<file path="config.mk">
export PLATFORM = sky130hd
export DESIGN_NAME = bblur_queue
export DESIGN_NICKNAME = d
export VERILOG_FILES = /design/src/sv/bblur_pkg.sv /design/src/sv/bblur_queue.sv
export SDC_FILE = /design/constraint.sdc
export NUM_CORES = 1
export LEC_CHECK = 0
export BUFFER_PORTS_ARGS = -buffer_cell sky130_fd_sc_hd__buf_2
export CAP_MARGIN = 20
export CORE_MARGIN = 2
export CORE_UTILIZATION = 61
export DETAILED_ROUTE_END_ITERATION = 16
export PLACE_DENSITY = 0.83
export SYNTH_ARGS = -nofsm -noshare
export SYNTH_HDL_FRONTEND = slang
export SYNTH_SLANG_ARGS = --single-unit
</file>
<file path="constraint.sdc">
create_clock -name clk -period 4.3 [get_ports clk]
set_input_delay 0.43 -clock clk [delete_from_list [all_inputs] [get_ports clk]]
set_output_delay 0.43 -clock clk [all_outputs]
set_load 0.03 [all_outputs]
</file>
<file path="src/sv/bblur_pkg.sv">
`timescale 1ns / 1ps
`default_nettype none
// ----------------------------------------------------------------------------
// bblur_pkg: shared types and constants of the 3x3 RGB box blur
// Field widths, register codes, the front-to-back control record and the
// reciprocal table used for the rounded mean.
// ----------------------------------------------------------------------------
package bblur_pkg;

	localparam int MAX_WIDTH_DEF = 1024;
	localparam int MAX_HEIGHT    = 4096;

	localparam int FW_W      = 11;
	localparam int FH_W      = 13;
	localparam int ROW_W     = 13;   // rows run up to MAX_HEIGHT + 1 while flushing
	localparam int CFG_W     = 13;
	localparam int CFG_IDX_W = 1;

	localparam int FRAME_WIDTH_RST  = 1024;
	localparam int FRAME_HEIGHT_RST = 1024;

	localparam logic [CFG_IDX_W-1:0] REG_FRAME_WIDTH  = 1'b0;
	localparam logic [CFG_IDX_W-1:0] REG_FRAME_HEIGHT = 1'b1;

	localparam logic CMD_DRAIN = 1'b1;

	localparam int CH_W     = 8;
	localparam int PIX_W    = 3 * CH_W;
	localparam int SUM_W    = 12;    // nine 8-bit values
	localparam int CNT_W    = 4;     // neighbour count, 1 to 9
	localparam int NUM_W    = 13;    // 2 * sum + count
	localparam int RECIP_W  = 18;
	localparam int RECIP_SH = 18;

	localparam int QUEUE_DEPTH = 4;

	typedef struct packed {
		logic       emit;    // item produces a result
		logic       last;    // result is the final pixel of the frame
		logic [2:0] row_ok;  // window rows inside the frame
		logic [2:0] col_ok;  // window columns inside the frame
	} bblur_ctl_t;

	// ceil(2^RECIP_SH / (2 * cnt)); exact floor division for numerators below 2^NUM_W
	function automatic logic [RECIP_W-1:0] recip_of(input logic [CNT_W-1:0] cnt);
		logic [RECIP_W-1:0] r;
		unique case (cnt)
			4'd2:    r = 18'd65536;
			4'd3:    r = 18'd43691;
			4'd4:    r = 18'd32768;
			4'd6:    r = 18'd21846;
			4'd9:    r = 18'd14564;
			default: r = 18'd131072;
		endcase
		return r;
	endfunction

endpackage
`default_nettype wire

</file>
<file path="src/sv/bblur_queue.sv">
`timescale 1ns / 1ps
`default_nettype none
// ----------------------------------------------------------------------------
// bblur_queue: short request queue between front and back
// Register-based FIFO; full holds off the front, the back pops at will.
// ----------------------------------------------------------------------------
module bblur_queue #(
	parameter int DATA_W = 32
) (
	input  wire logic              clk,
	input  wire logic              arst_n,
	input  wire logic              push,
	input  wire logic [DATA_W-1:0] push_data,
	output logic                   full,
	input  wire logic              pop,
	output logic                   pop_valid,
	output logic [DATA_W-1:0]      pop_data
);
	import bblur_pkg::*;

	localparam int PTR_W = $clog2(QUEUE_DEPTH);
	localparam int CNT_W = $clog2(QUEUE_DEPTH + 1);

	logic [DATA_W-1:0] entry_q [QUEUE_DEPTH];
	logic [PTR_W-1:0]  wr_ptr_q;
	logic [PTR_W-1:0]  rd_ptr_q;
	logic [CNT_W-1:0]  count_q;

	assign full      = count_q == CNT_W'(QUEUE_DEPTH);
	assign pop_valid = count_q != '0;
	assign pop_data  = entry_q[rd_ptr_q];

	always_ff @(posedge clk) begin
		if (push) begin
			entry_q[wr_ptr_q] <= push_data;
		end
	end

	always_ff @(posedge clk or negedge arst_n) begin
		if (!arst_n) begin
			wr_ptr_q <= '0;
			rd_ptr_q <= '0;
			count_q  <= '0;
		end else begin
			if (push) begin
				wr_ptr_q <= (wr_ptr_q == PTR_W'(QUEUE_DEPTH - 1)) ? '0 : wr_ptr_q + PTR_W'(1);
			end
			if (pop) begin
				rd_ptr_q <= (rd_ptr_q == PTR_W'(QUEUE_DEPTH - 1)) ? '0 : rd_ptr_q + PTR_W'(1);
			end
			priority if (push && !pop) count_q <= count_q + CNT_W'(1);
			else if (pop && !push) count_q <= count_q - CNT_W'(1);
		end
	end

endmodule
`default_nettype wire

</file>
==> impl_metrics.tcl <==
set metrics [dict create \
    min-delay-path-class "primary input to register" \
    die-area_um2 9078 \
    io_pins 70 \
    synth_top_family_by_area "multiplexers" \
    grt_max_degree 33 \
    synth_mux_area_share_pct 15.14 \
    firstDrtPassIters 4 \
    cts_htree_levels 4 \
    synth-xor-area-share_pct 0.5170 \
    p_sw_w 0.001513 \
    p_leak_nw 2.185 \
    max_clock_freq_ghz 0.3399 \
    hold_depth 1 \
    numCtsBuffers 17 \
    drv_slew 0 \
    die_height_um 95.28 \
    synth_fa_ha_area_share_pct 1.871 \
    clkSlewWorstSetupHoldPaths_ns 0.06 \
    clkPwrFrac_pct 31.4 \
    netlist_top_cells_area "edfxtp_1 76%, mux4_2 12%, dfrtp_1 3.4%, mux4_1 2.1%, ha_1 1.5%" \
    tightestPinTransition_ns 0.8668 \
    io_buffers 69 \
    wire_per_inst_um 22.08 \
    mostFrequentLayoutCell "edfxtp_1" \
    cts_tree "yes" \
    first_global_vias 2429 \
    die_w_um 95.28 \
    crit_fanout 23 \
    combPwrFrac_pct 28.3 \
    drv_cap 0 \
    seqPwrFrac_pct 40.2 \
    hold_slack_ns 0.1271 \
    met3_usage_pct 6.166 \
    p_per_area_nw_per_um2 755.8 \
    crit_path_start_kind "register" \
    tns_ns 0 \
    fillers 440 \
    final_util_pct 75.23 \
    hpwl_um 4740 \
    setup_viol 0 \
    global_route.peak_usage_layer "met2" \
    synth_cells 205 \
    hold_viol_final 0 \
    rsz0062_at_grt "no" \
    grt_pass1_wl_um 13590 \
    final_cell_mix "128 x edfxtp_1, 69 x buf_2, 28 x mux4_2" \
    swShare_pct 32.72 \
    min_period_ns 2.942 \
    syn_area_um2 5082 \
    vdd_ir_drop_max_mv 0.4298 \
    status "finished clean" \
    skew_ns 0.01223 \
    antenna_cells 0 \
    cpPeakStageDelay_ns 0.87 \
    synth_area_per_cell_um2 24.79 \
    cts_num_sinks 135 \
    ys_seq_area_share_pct 79.07 \
    num_vias 2352 \
    regArea_um2 4020 \
    syn_nets 248 \
    drtIter0Drc 170 \
    yosys.area_share.simple_pct 1.132 \
    ys_seq_elements 135 \
    rows 33 \
    synth_warnings 0 \
    layout.nets 332 \
    area_growth_pct 20.41 \
    multiInputGateArea_um2 963.4 \
    initial_core_util_pct 62.48 \
    reg2reg_depth 3 \
    place_congestion 0.6564 \
    yosysTopAreaCellShare_pct 75.63 \
    end_kind "output port" \
    cp_slowest_cell "dfrtp_2" \
    drt_wl_total_um 8987 \
    drt-vias-per-instance 5.779 \
    antenna_found_initial 0 \
    grtUsageMet2_pct 35.68 \
    cp_cell_sequence "buf_4 -> mux4_2 -> buf_2" \
    p_int_w 0.003112 \
    coreArea_um2 8134 \
    fin_crit_sh_pct 68.42 \
    final_layout_size_suffix_gt1_share_pct 46.36 \
    drc 0 \
    required_ns 3.87 \
    crit_type "register to output port" \
    post_cts_buffers 0 \
    grt_use_total_pct 22.04 \
    synth_area_leader_cell "edfxtp_1" \
    synthDistinctLibCells 20 \
    overflow 0 \
    use_met1_pct 28.53 \
    relSlewSlack_pct 42.21 \
    synth_compound_area_share_pct 0.1969 \
    arrival_ns 2.51 \
    clk_latency_ns 0.52 \
    cts-root-buf "clkbuf_8" \
    cts_buffer_depth 2 \
    ant_nets 0 \
]
-- Yosys cell counts --
cell type / number
edfxtp_1: 128
mux4_2: 28
dfrtp_1: 7
ha_1: 6
and2_1: 4
inv_1: 4
mux4_1: 4
buf_12: 3
buf_2: 3
mux2_2: 3
nor2_1: 3
nand2_1: 2
o21ai_0: 2
xor2_1: 2
buf_6: 1
clkbuf_1: 1
fa_1: 1
nor3b_1: 1
or3_1: 1
xnor2_1: 1
-- through the flow --
| step | total power [W] | area (µm²) | cells | setup slack, ns |
|---|---|---|---|---|
| after detailed placement | 0.003181 | 5490 | 373 | 1.829 |
| after global placement | 0.003154 | 5490 | 373 | 1.859 |
| after global routing | 0.004815 | 6120 | 407 | 1.168 |
| after CTS | 0.004657 | 6105 | 406 | 1.276 |
| final | 0.004625 | 6120 | 407 | 1.358 |
| after floorplan | 0.002892 | 5082 | 205 | 2.495 |
-- critical path, delay by kind of cell (launching register included) --
kind	cells	cell delay (ns)
flip-flops	1	0.87
buffers and inverters	2	0.59
multiplexers	1	0.54
-- final timing paths --
path / from / endpoint / slack, ns
worst max register to register: rd_ptr_q[0]$_DFFE_PN0P_ / rd_ptr_q[1]$_DFFE_PN0P_ / 2.40
min in group asynchronous: arst_n / count_q[1]$_DFFE_PN0P_ / 0.28
worst max-delay path: rd_ptr_q[0]$_DFFE_PN0P_ / pop_data[11] / 1.36
worst min register to register: count_q[2]$_DFFE_PN0P_ / count_q[2]$_DFFE_PN0P_ / 0.50
worst min-delay path: push_data[8] / entry_q[0][8]$_DFFE_PP_ / 0.13
max in group asynchronous: arst_n / rd_ptr_q[0]$_DFFE_PN0P_ / 3.84
-- area by class of cell --
cell class | instances | area share (%)
clock buffers | 17 | 6.768
clock inverters | 15 | 3.108
inverters | 4 | 0.2453
multi-input cells | 58 | 15.74
flip-flops and latches | 135 | 65.69
well taps | 105 | 2.147
repair buffers | 73 | 6.297
-- power groups by stage --
stage	registers [W]	clock network (W)	logic (W)
final	0.00186	0.00145	0.00131
after global routing	0.00189	0.00153	0.00140
after CTS	0.00189	0.00147	0.00129
after detailed placement	0.00191	0	0.00127
after global placement	0.00189	0	0.00127
after floorplan	0.00177	0	0.00112
-- metal layers --
layer / part of all wire [%] / wire [µm]
met1: 40 / 3616
met2: 53 / 4725
met3: 5.5 / 496
met4: 1.7 / 149
met5: 0 / 0
-- kinds of logic (layout without fill, tap and decap cells) --
logic type,after synthesis,count (layout)
buffers and inverters,12,109
XOR/XNOR,3,3
multiplexers,35,35
adder cells (fa/ha/maj),7,7
AO/OA/AOI/OAI,2,2
flip-flops,135,135
AND/OR/NAND/NOR,11,11
-- sequential cells by signal, indices dropped and copies added (netlist names) --
signal and flops:
entry_q 128, count_q 3, rd_ptr_q 2, wr_ptr_q 2
-- repair_timing --
action | in CTS | in global routing
hold endpoints to repair | 7 | 0
hold buffers | 1 | 0
resized for setup | 0 | 0
Power figures use the tool's default switching activity.
