[config.mk]
export PLATFORM = sky130hd
export DESIGN_NAME = bblur_front
export DESIGN_NICKNAME = d
export VERILOG_FILES = /design/src/sv/bblur_pkg.sv /design/src/sv/bblur_front.sv
export SDC_FILE = /design/constraint.sdc
export NUM_CORES = 1
export LEC_CHECK = 0
export BUFFER_PORTS_ARGS = -buffer_cell sky130_fd_sc_hd__buf_4
export CAP_MARGIN = 30
export CORE_MARGIN = 8
export CORE_UTILIZATION = 52
export DETAILED_ROUTE_END_ITERATION = 7
export PLACE_DENSITY = 0.84
export SLEW_MARGIN = 10
export SYNTH_ARGS = -nofsm -noshare
export SYNTH_HDL_FRONTEND = slang
export SYNTH_SLANG_ARGS = --single-unit
export TNS_END_PERCENT = 1
[constraint.sdc]
create_clock -name clk -period 3.9 [get_ports clk]
set_clock_uncertainty 0.2 [all_clocks]
set_input_delay 0.78 -clock clk [delete_from_list [all_inputs] [get_ports clk]]
set_output_delay 0.78 -clock clk [all_outputs]
set_load 0.005 [all_outputs]
[src/sv/bblur_pkg.sv]
`timescale 1ns / 1ps
`default_nettype none
// ----------------------------------------------------------------------------
// bblur_pkg: shared types and constants of the 3x3 RGB box blur
// Field widths, register codes, the front-to-back control record and the
// reciprocal table used for the rounded mean.
// ----------------------------------------------------------------------------
package bblur_pkg;

	localparam int MAX_WIDTH_DEF = 1024;
	localparam int MAX_HEIGHT    = 4096;

	localparam int FW_W      = 11;
	localparam int FH_W      = 13;
	localparam int ROW_W     = 13;   // rows run up to MAX_HEIGHT + 1 while flushing
	localparam int CFG_W     = 13;
	localparam int CFG_IDX_W = 1;

	localparam int FRAME_WIDTH_RST  = 1024;
	localparam int FRAME_HEIGHT_RST = 1024;

	localparam logic [CFG_IDX_W-1:0] REG_FRAME_WIDTH  = 1'b0;
	localparam logic [CFG_IDX_W-1:0] REG_FRAME_HEIGHT = 1'b1;

	localparam logic CMD_DRAIN = 1'b1;

	localparam int CH_W     = 8;
	localparam int PIX_W    = 3 * CH_W;
	localparam int SUM_W    = 12;    // nine 8-bit values
	localparam int CNT_W    = 4;     // neighbour count, 1 to 9
	localparam int NUM_W    = 13;    // 2 * sum + count
	localparam int RECIP_W  = 18;
	localparam int RECIP_SH = 18;

	localparam int QUEUE_DEPTH = 4;

	typedef struct packed {
		logic       emit;    // item produces a result
		logic       last;    // result is the final pixel of the frame
		logic [2:0] row_ok;  // window rows inside the frame
		logic [2:0] col_ok;  // window columns inside the frame
	} bblur_ctl_t;

	// ceil(2^RECIP_SH / (2 * cnt)); exact floor division for numerators below 2^NUM_W
	function automatic logic [RECIP_W-1:0] recip_of(input logic [CNT_W-1:0] cnt);
		logic [RECIP_W-1:0] r;
		unique case (cnt)
			4'd2:    r = 18'd65536;
			4'd3:    r = 18'd43691;
			4'd4:    r = 18'd32768;
			4'd6:    r = 18'd21846;
			4'd9:    r = 18'd14564;
			default: r = 18'd131072;
		endcase
		return r;
	endfunction

endpackage
`default_nettype wire

[src/sv/bblur_front.sv]
`timescale 1ns / 1ps
`default_nettype none
// ----------------------------------------------------------------------------
// bblur_front: request intake and classification
// Holds the frame size registers and the input position, drops drain
// requests inside the frame, and works out which window cells count.
// ----------------------------------------------------------------------------
module bblur_front #(
	parameter int MAX_WIDTH = bblur_pkg::MAX_WIDTH_DEF
) (
	input  wire logic                                     clk,
	input  wire logic                                     arst_n,
	input  wire logic                                     cfg_write,
	input  wire logic [bblur_pkg::CFG_IDX_W-1:0]          cfg_index,
	input  wire logic [bblur_pkg::CFG_W-1:0]              cfg_data,
	input  wire logic                                     in_valid,
	input  wire logic                                     in_stall,
	input  wire logic                                     cmd,
	input  wire logic [bblur_pkg::CH_W-1:0]               red_in,
	input  wire logic [bblur_pkg::CH_W-1:0]               green_in,
	input  wire logic [bblur_pkg::CH_W-1:0]               blue_in,
	output logic                                          push_valid,
	output logic [$clog2(MAX_WIDTH)-1:0]                  push_col,
	output logic [bblur_pkg::PIX_W-1:0]                   push_px,
	output bblur_pkg::bblur_ctl_t                         push_ctl
);
	import bblur_pkg::*;

	localparam int COL_W = $clog2(MAX_WIDTH);
	localparam int WID_W = $clog2(MAX_WIDTH + 1);
	localparam int RX_W  = ROW_W + 1;

	logic [FW_W-1:0]  fw_q;
	logic [FH_W-1:0]  fh_q;
	logic [COL_W-1:0] col_q;
	logic [ROW_W-1:0] row_q;

	logic [WID_W-1:0] eff_w;
	logic [FH_W-1:0]  eff_h;
	logic [WID_W-1:0] col_inc;
	logic [3:0]       row_in;
	logic             accept;
	logic             draining;
	logic             col0;
	logic             wrap;
	logic             last;

	always_comb begin
		priority if (fw_q == '0) eff_w = WID_W'(1);
		else if (32'(fw_q) > 32'(MAX_WIDTH)) eff_w = WID_W'(MAX_WIDTH);
		else eff_w = WID_W'(fw_q);
		priority if (fh_q == '0) eff_h = FH_W'(1);
		else if (32'(fh_q) > 32'(MAX_HEIGHT)) eff_h = FH_W'(MAX_HEIGHT);
		else eff_h = fh_q;
	end

	// row_in[d]: row (current - d) lies inside the frame
	always_comb begin
		for (int d = 0; d < 4; d++) begin
			row_in[d] = (RX_W'(row_q) >= RX_W'(d)) && (RX_W'(row_q) < RX_W'(eff_h) + RX_W'(d));
		end
	end

	assign accept   = in_valid && !in_stall;
	assign draining = RX_W'(row_q) >= RX_W'(eff_h);
	assign col0     = col_q == '0;
	assign col_inc  = WID_W'(col_q) + WID_W'(1);
	assign wrap     = col_inc >= eff_w;
	// final pixel leaves on the first column two rows below the frame
	assign last     = col0 && (RX_W'(row_q) == RX_W'(eff_h) + RX_W'(1));

	assign push_valid = accept && (draining || (cmd != CMD_DRAIN));
	assign push_col   = col_q;
	assign push_px    = draining ? '0 : {red_in, green_in, blue_in};

	always_comb begin
		push_ctl.row_ok[0] = col0 ? row_in[3] : row_in[2];
		push_ctl.row_ok[1] = col0 ? row_in[2] : row_in[1];
		push_ctl.row_ok[2] = col0 ? row_in[1] : row_in[0];
		push_ctl.emit      = push_ctl.row_ok[1];
		push_ctl.last      = last;
		// at the first column the window still holds the end of the row above
		push_ctl.col_ok[0] = col0 ? (eff_w >= WID_W'(2)) : (col_q >= COL_W'(2));
		push_ctl.col_ok[1] = 1'b1;
		push_ctl.col_ok[2] = !col0;
	end

	always_ff @(posedge clk or negedge arst_n) begin
		if (!arst_n) begin
			fw_q  <= FW_W'(FRAME_WIDTH_RST);
			fh_q  <= FH_W'(FRAME_HEIGHT_RST);
			col_q <= '0;
			row_q <= '0;
		end else if (cfg_write) begin
			unique case (cfg_index)
				REG_FRAME_WIDTH:  fw_q <= cfg_data[FW_W-1:0];
				REG_FRAME_HEIGHT: fh_q <= cfg_data[FH_W-1:0];
			endcase
			// restart the frame
			col_q <= '0;
			row_q <= '0;
		end else if (push_valid) begin
			if (last) begin
				col_q <= '0;
				row_q <= '0;
			end else if (wrap) begin
				col_q <= '0;
				row_q <= row_q + ROW_W'(1);
			end else begin
				col_q <= col_q + COL_W'(1);
			end
		end
	end

endmodule
`default_nettype wire

==> results.sh, run 1 <==
export IMPL_violated_checks="setup timing"
export IMPL_mappedNetlistArea_um2=4740
export IMPL_drcViolationCount=0
export IMPL_timing_hold_violations_final=0
export IMPL_first_global_vias=4850
export IMPL_die_width_um=111
export IMPL_critPathKind="register to primary output"
export IMPL_static_leakage_power_uw=0.00296
export IMPL_cts_tree="built"
export IMPL_floorplan_rows=35
export IMPL_place_ws_ps=-228
export IMPL_start_kind="register"
export IMPL_gr_usage_all_layers_pct=23.3
export IMPL_rsz0062_at_grt="yes"
export IMPL_finalWirelength_um=15300
export IMPL_numClockSinks=47
export IMPL_fraction_of_synthesized_cell_area_taken_by_the_top_area_cell_type_pct=23.8
export IMPL_yosysWarnings=0
export IMPL_floorplan_die_height_um=111
export IMPL_yosys_register_bits=47
export IMPL_number_of_nets_produced_by_synthesis=668
export IMPL_setup_violations_final=7
export IMPL_num_vias=4798
export IMPL_num_io_pins=87
export IMPL_worstMarginPinSlew_ps=926
export IMPL_drt_pre_antenna_iters=5
export IMPL_area_of_the_placeable_core_um2=9020
export IMPL_r2r_start="fh_q[8]"
export IMPL_grt_start_max_net_pins=48
export IMPL_holdCritPathClass="input port to asynchronous set/reset pin"
export IMPL_clock_tree_buffer_depth=2
export IMPL_max_vdd_ir_drop_uv=261
export IMPL_final_util_pct=69.6
export IMPL_timing_reg2reg_worst_path_depth=18
export IMPL_setup_tns_final_ps=-1450
export IMPL_synthDominantAreaCellType="sky130_fd_sc_hd__dfrtp_1"
export IMPL_max_cap_violations=0
export IMPL_synth_edf_count=0
export IMPL_synth_most_common_cell="sky130_fd_sc_hd__ha_1"
export IMPL_synth_top_cells_by_area="sky130_fd_sc_hd__dfrtp_1, sky130_fd_sc_hd__ha_1, sky130_fd_sc_hd__nand2_1"
export IMPL_design_final_nets=793
export IMPL_post_synth_inst_count=555
export IMPL_floorplan_initialDensity_pct=52.5
export IMPL_grt_ovfl_total=0
export IMPL_fp_dieArea_um2=12400
export IMPL_drt_vias_per_instance=6.06
export IMPL_fmax_ghz=0.237
export IMPL_grt_first_pass_wirelength_um=24100
export IMPL_cp_end_kind="primary output"
export IMPL_dp_hpwl_um=11700
export IMPL_numPortBuffers=85
export IMPL_ys_top_cells_by_count="sky130_fd_sc_hd__ha_1, sky130_fd_sc_hd__nand2_1, sky130_fd_sc_hd__dfrtp_1"
export IMPL_h_tree_depth=2
export IMPL_clock_latency_ps=310
export IMPL_cts_buffer_count=5
export IMPL_dr_first_iter_drc_count=381
export IMPL_hold_buffers=0
export IMPL_timing_rr_end="row_q[11]"
export IMPL_insertedDiodeCount=0
export IMPL_required_ps=2920
export IMPL_worst_setup_hold_path_clk_slew_ps=90
export IMPL_synth_sequential_area_ratio_pct=24.9
export IMPL_min_period_ps=4230
export IMPL_synth_ff_type="sky130_fd_sc_hd__dfrtp_1"
export IMPL_min_period_over_period_pct=108
export IMPL_fin_worst_hold_slack_ps=279
export IMPL_reg2reg_setup_slack_ps=-10
export IMPL_clockRootBuffer="sky130_fd_sc_hd__clkbuf_8"
export IMPL_timing_max_slew_rel_slack_pct=38.1
export IMPL_syn2layout_area_growth_pct=32.5
export IMPL_drt_antenna_violating_nets=0
export IMPL_powerDensity_nw_per_um2=306
export IMPL_final_max_slew_violation_count=0
export IMPL_syn_mean_instance_area_um2=8.54
export IMPL_synthArstFlopShare_pct=100
export IMPL_post_synth_num_cell_types=58
export IMPL_setup_slack_ps=-326
export IMPL_worstPathArrival_ps=3250
export IMPL_largest_driver_fanout_on_the_critical_path=4
export IMPL_final_layout_size_suffix_gt1_share_pct=33.9
export IMPL_place_congestion=0.922
export IMPL_avgRoutedWirePerCell_um=19.3
export IMPL_result_of_the_run="finished, violations left"
export IMPL_antenna_found_initial=0
-- per-layer routing --
| metal | up-vias | share of wire (%) | track usage (%) |
|---|---|---|---|
| met1 | 2259 | 40 | 27.2 |
| met3 | 47 | 8.2 | 5.65 |
| met5 | - | 0 | 0 |
| li1 | 2246 | - | - |
| met2 | 246 | 48 | 39.5 |
| met4 | 0 | 4.0 | 10.1 |
-- final cells by class --
type / count / area, µm²
Clock buffer: 6 / 82.6
Clock inverter: 2 / 35.0
Fill cell: 709 / 2740
Inverter: 23 / 86.3
Multi-Input combinational cell: 458 / 3650
Sequential cell: 47 / 1180
Tap cell: 111 / 139
Timing Repair Buffer: 145 / 1100
-- power breakdown --
group          internal [µW]  leakage [µW]  switching, µW
Combinational            449       0.00230            506
Clock                    208     0.0000612            176
Sequential               534      0.000598           51.0
Total                   1190       0.00296            733
-- cells by family after synthesis --
kind of cell / after synthesis / share of synthesized area (%)
compound gates: 109 / 16.6
xor+xnor: 33 / 6.10
fa+ha+maj: 69 / 18.2
buf+inv: 50 / 4.46
flops: 47 / 24.9
mux: 26 / 6.12
other cells: 1 / 0.0791
simple gates: 220 / 23.5
-- flip-flops by register name, indices dropped and copies added (netlist names) --
name      count
fw_q         11
fh_q         13
push_col     10
row_q        13
-- what timing repair did --
| item | in CTS | in global routing |
|---|---|---|
| pin swaps | 29 | 8 |
| gates resized for setup | 30 | 21 |
| setup endpoints to repair | 41 | 42 |
| buffers inserted | 4 | 0 |
| endpoints found under the hold margin | 0 | 0 |
-- stage by stage --
stage | instances | instance area, µm² | total power, µW
final | 792 | 6280 | 1920
after global routing | 792 | 6280 | 2040
after CTS | 792 | 6160 | 1870
after detailed placement | 780 | 5860 | 1440
after global placement | 780 | 5860 | 1410
after floorplan | 555 | 4790 | 1100
-- worst max-delay path, cell delays in order (launching register included) --
cell	delay, ps
sky130_fd_sc_hd__dfrtp_1	400
sky130_fd_sc_hd__nor4_2	280
sky130_fd_sc_hd__nand3_1	130
sky130_fd_sc_hd__nor2_1	140
sky130_fd_sc_hd__o21ai_2	100
sky130_fd_sc_hd__inv_2	100
sky130_fd_sc_hd__ha_4	140
sky130_fd_sc_hd__nand2_2	60
sky130_fd_sc_hd__nor2_4	140
sky130_fd_sc_hd__nand3_2	90
sky130_fd_sc_hd__xnor2_1	130
sky130_fd_sc_hd__ha_1	310
sky130_fd_sc_hd__nand3_2	120
sky130_fd_sc_hd__or4_4	560
sky130_fd_sc_hd__nor2_4	110
sky130_fd_sc_hd__buf_4	120
-- placed cells by master, fill, tap and decap left out, drive strengths merged, types with 5 or more instances in the layout --
| cell | synthesis | final |
|---|---|---|
| a21o | 12 | 12 |
| o31ai | 6 | 6 |
| mux2 | 24 | 24 |
| nor4 | 11 | 11 |
| xor2 | 9 | 9 |
| a211oi | 7 | 7 |
| nor3 | 14 | 14 |
| ha | 69 | 69 |
| and2 | 26 | 26 |
| o41ai | 5 | 5 |
| xnor2 | 24 | 24 |
| dfrtp | 45 | 45 |
| o311ai | 10 | 10 |
| a32o | 5 | 5 |
| nand3 | 34 | 34 |
| o21ai | 24 | 24 |
| nor2b | 12 | 12 |
| a21oi | 19 | 19 |
| buf | 10 | 145 |
| clkbuf | 17 | 6 |
| inv | 23 | 23 |
| nor2 | 42 | 42 |
| nand2 | 60 | 60 |
| nand4 | 7 | 7 |
-- how the worst max path moves through the flow --
stage / cells after the start / startpoint / to / slack, ps
6_report: 15 / fh_q[8] / push_ctl[6] / -330
5_1_grt: 13 / fh_q[7] / push_ctl[7] / -470
4_1_cts: 15 / fh_q[8] / push_ctl[3] / -300
3_5_place_dp: 12 / fh_q[6] / push_px[4] / -230
3_3_place_gp: 15 / fh_q[6] / push_ctl[3] / -220
2_1_floorplan: 15 / fh_q[6] / push_ctl[6] / -8
No activity file was read; power rests on OpenSTA's default activity.
==> inputs of run 2 (changes only) <==
Settings changed: TNS_END_PERCENT 1 to unset.
Clock period 3.9 ns to 3.5 ns, I/O delays scaled along.
==> run 2 against run 1 <==
  * The flow still finishes with violations (setup timing)
  * Critical path depth stayed put
  * Via count grew 10%
  * Power up 22%
  * Sequential cell count unchanged
  * Final cell count increased by 6.7%
  * Highest routed layer unchanged
==> results.sh, run 2 (synthesis results as in run 1) <==
export IMPL_result_of_the_run="finished, violations left"
export IMPL_violated_checks="setup timing"
export IMPL_first_global_vias=5480
export IMPL_numClockSinks=47
export IMPL_drt_pre_antenna_iters=5
export IMPL_syn2layout_area_growth_pct=48.3
export IMPL_finalWirelength_um=17800
export IMPL_drt_vias_per_instance=6.25
export IMPL_h_tree_depth=2
export IMPL_hold_buffers=0
export IMPL_clock_tree_buffer_depth=2
export IMPL_cp_end_kind="primary output"
export IMPL_worstMarginPinSlew_ps=645
export IMPL_final_layout_size_suffix_gt1_share_pct=42.2
export IMPL_final_util_pct=77.9
export IMPL_cts_buffer_count=5
export IMPL_static_leakage_power_uw=0.00337
export IMPL_place_congestion=0.952
export IMPL_start_kind="register"
export IMPL_worstPathArrival_ps=3300
export IMPL_place_ws_ps=-509
export IMPL_worst_setup_hold_path_clk_slew_ps=90
export IMPL_max_vdd_ir_drop_uv=252
export IMPL_fillerInstances=544
export IMPL_gr_usage_all_layers_pct=26.0
export IMPL_avgRoutedWirePerCell_um=21.1
export IMPL_drt_antenna_violating_nets=0
export IMPL_post_layout_nonfiller_instances=845
export IMPL_timing_max_slew_rel_slack_pct=56.6
export IMPL_setup_tns_final_ps=-21230
export IMPL_multi_input_combinational_cell_area_um2=3940
export IMPL_fp_dieArea_um2=12400
export IMPL_report_power_total_uw=2350
export IMPL_final_cell_mix="sky130_fd_sc_hd__buf_4, sky130_fd_sc_hd__ha_1, sky130_fd_sc_hd__nand2_1"
export IMPL_largest_driver_fanout_on_the_critical_path=3
export IMPL_setup_slack_ps=-696
export IMPL_final_max_slew_violation_count=0
export IMPL_rsz0062_at_grt="yes"
export IMPL_grt_ovfl_total=0
export IMPL_fmax_ghz=0.238
export IMPL_numPlacedInstances=815
export IMPL_min_period_over_period_pct=120
export IMPL_clock_latency_ps=300
export IMPL_numPortBuffers=85
export IMPL_critPathKind="register to primary output"
export IMPL_insertedDiodeCount=0
export IMPL_min_period_ps=4200
export IMPL_sequential_cell_area_um2=1180
export IMPL_num_io_pins=87
export IMPL_floorplan_initialDensity_pct=52.5
export IMPL_drcViolationCount=0
export IMPL_dp_hpwl_um=12200
export IMPL_floorplan_rows=35
export IMPL_reg_largest_list="fh_q: 13 flops, row_q: 13 flops, fw_q: 11 flops"
export IMPL_area_of_the_placeable_core_um2=9020
export IMPL_timing_hold_violations_final=0
export IMPL_clockRootBuffer="sky130_fd_sc_hd__clkbuf_8"
export IMPL_die_width_um=111
export IMPL_floorplan_die_height_um=111
export IMPL_powerDensity_nw_per_um2=334
export IMPL_grt_first_pass_wirelength_um=26900
export IMPL_cts_tree="built"
export IMPL_num_vias=5278
export IMPL_max_cap_violations=0
export IMPL_setup_violations_final=53
export IMPL_design_final_nets=846
export IMPL_holdCritPathClass="input port to asynchronous set/reset pin"
export IMPL_grt_start_max_net_pins=48
export IMPL_required_ps=2600
export IMPL_antenna_found_initial=0
export IMPL_mostFrequentLayoutCell="sky130_fd_sc_hd__buf_4"
export IMPL_dr_first_iter_drc_count=347
[run 2: area by class of cell]
type	count	area share [%]
multi-input cells	461	56.0
well taps	111	1.98
clock buffers	6	1.17
flip-flops and latches	47	16.8
clock inverters	2	0.498
repair buffers	195	22.3
inverters	23	1.23
[run 2: what timing repair did]
item | in CTS | in global routing
endpoints found under the setup margin | 53 | 53
buffers inserted | 13 | 8
gates resized for setup | 70 | 40
pin swaps | 41 | 21
cloned | 4 | 1
[run 2: path summary, 6_finish.rpt]
| kind | startpoint | end | slack [ps] | cells past startpoint |
|---|---|---|---|---|
| setup reg to reg | fh_q[4] | row_q[1] | -590 | 20 |
| hold reg to reg | fw_q[0] | fw_q[0] | 340 | 2 |
| setup / recovery | fh_q[4] | push_ctl[6] | -700 | 15 |
| max in group asynchronous | arst_n | row_q[4] | 2500 | 1 |
| min in group clk | fw_q[0] | fw_q[0] | 340 | 2 |
| hold / removal | arst_n | fw_q[5] | 200 | 1 |
[run 2: critical path, cell delays in order, from the launching register on]
cell,delay [ps]
sky130_fd_sc_hd__dfrtp_1,400
sky130_fd_sc_hd__nor4_2,310
sky130_fd_sc_hd__nand3_1,160
sky130_fd_sc_hd__nor2_2,150
sky130_fd_sc_hd__o21ai_2,90
sky130_fd_sc_hd__inv_2,90
sky130_fd_sc_hd__ha_4,160
sky130_fd_sc_hd__nand3_2,70
sky130_fd_sc_hd__xnor2_1,160
sky130_fd_sc_hd__nand2_1,70
sky130_fd_sc_hd__ha_1,290
sky130_fd_sc_hd__nand4_1,100
sky130_fd_sc_hd__buf_4,170
sky130_fd_sc_hd__or4_4,550
sky130_fd_sc_hd__nor2_4,130
sky130_fd_sc_hd__buf_6,110
[run 2: per-layer routing]
layer | vias up | track usage (%) | part of all wire (%)
met5 | - | 0 | 0
li1 | 2360 | - | -
met2 | 351 | 44.2 | 47
met1 | 2473 | 29.3 | 38
met4 | 0 | 14.6 | 6.2
met3 | 94 | 5.91 | 8.8
[run 2: power breakdown]
group / switching [µW] / internal [µW] / leakage (µW)
clock network: 192 / 231 / 0.0000612
logic: 661 / 616 / 0.00271
registers: 52.3 / 596 / 0.000598
[run 2: through the flow]
stage	hold WS, ps	instance area, µm²
2_1_floorplan	204	4820
3_3_place_gp	307	6150
3_5_place_dp	309	6150
4_1_cts	215	6770
5_1_grt	255	7030
6_report	201	7030
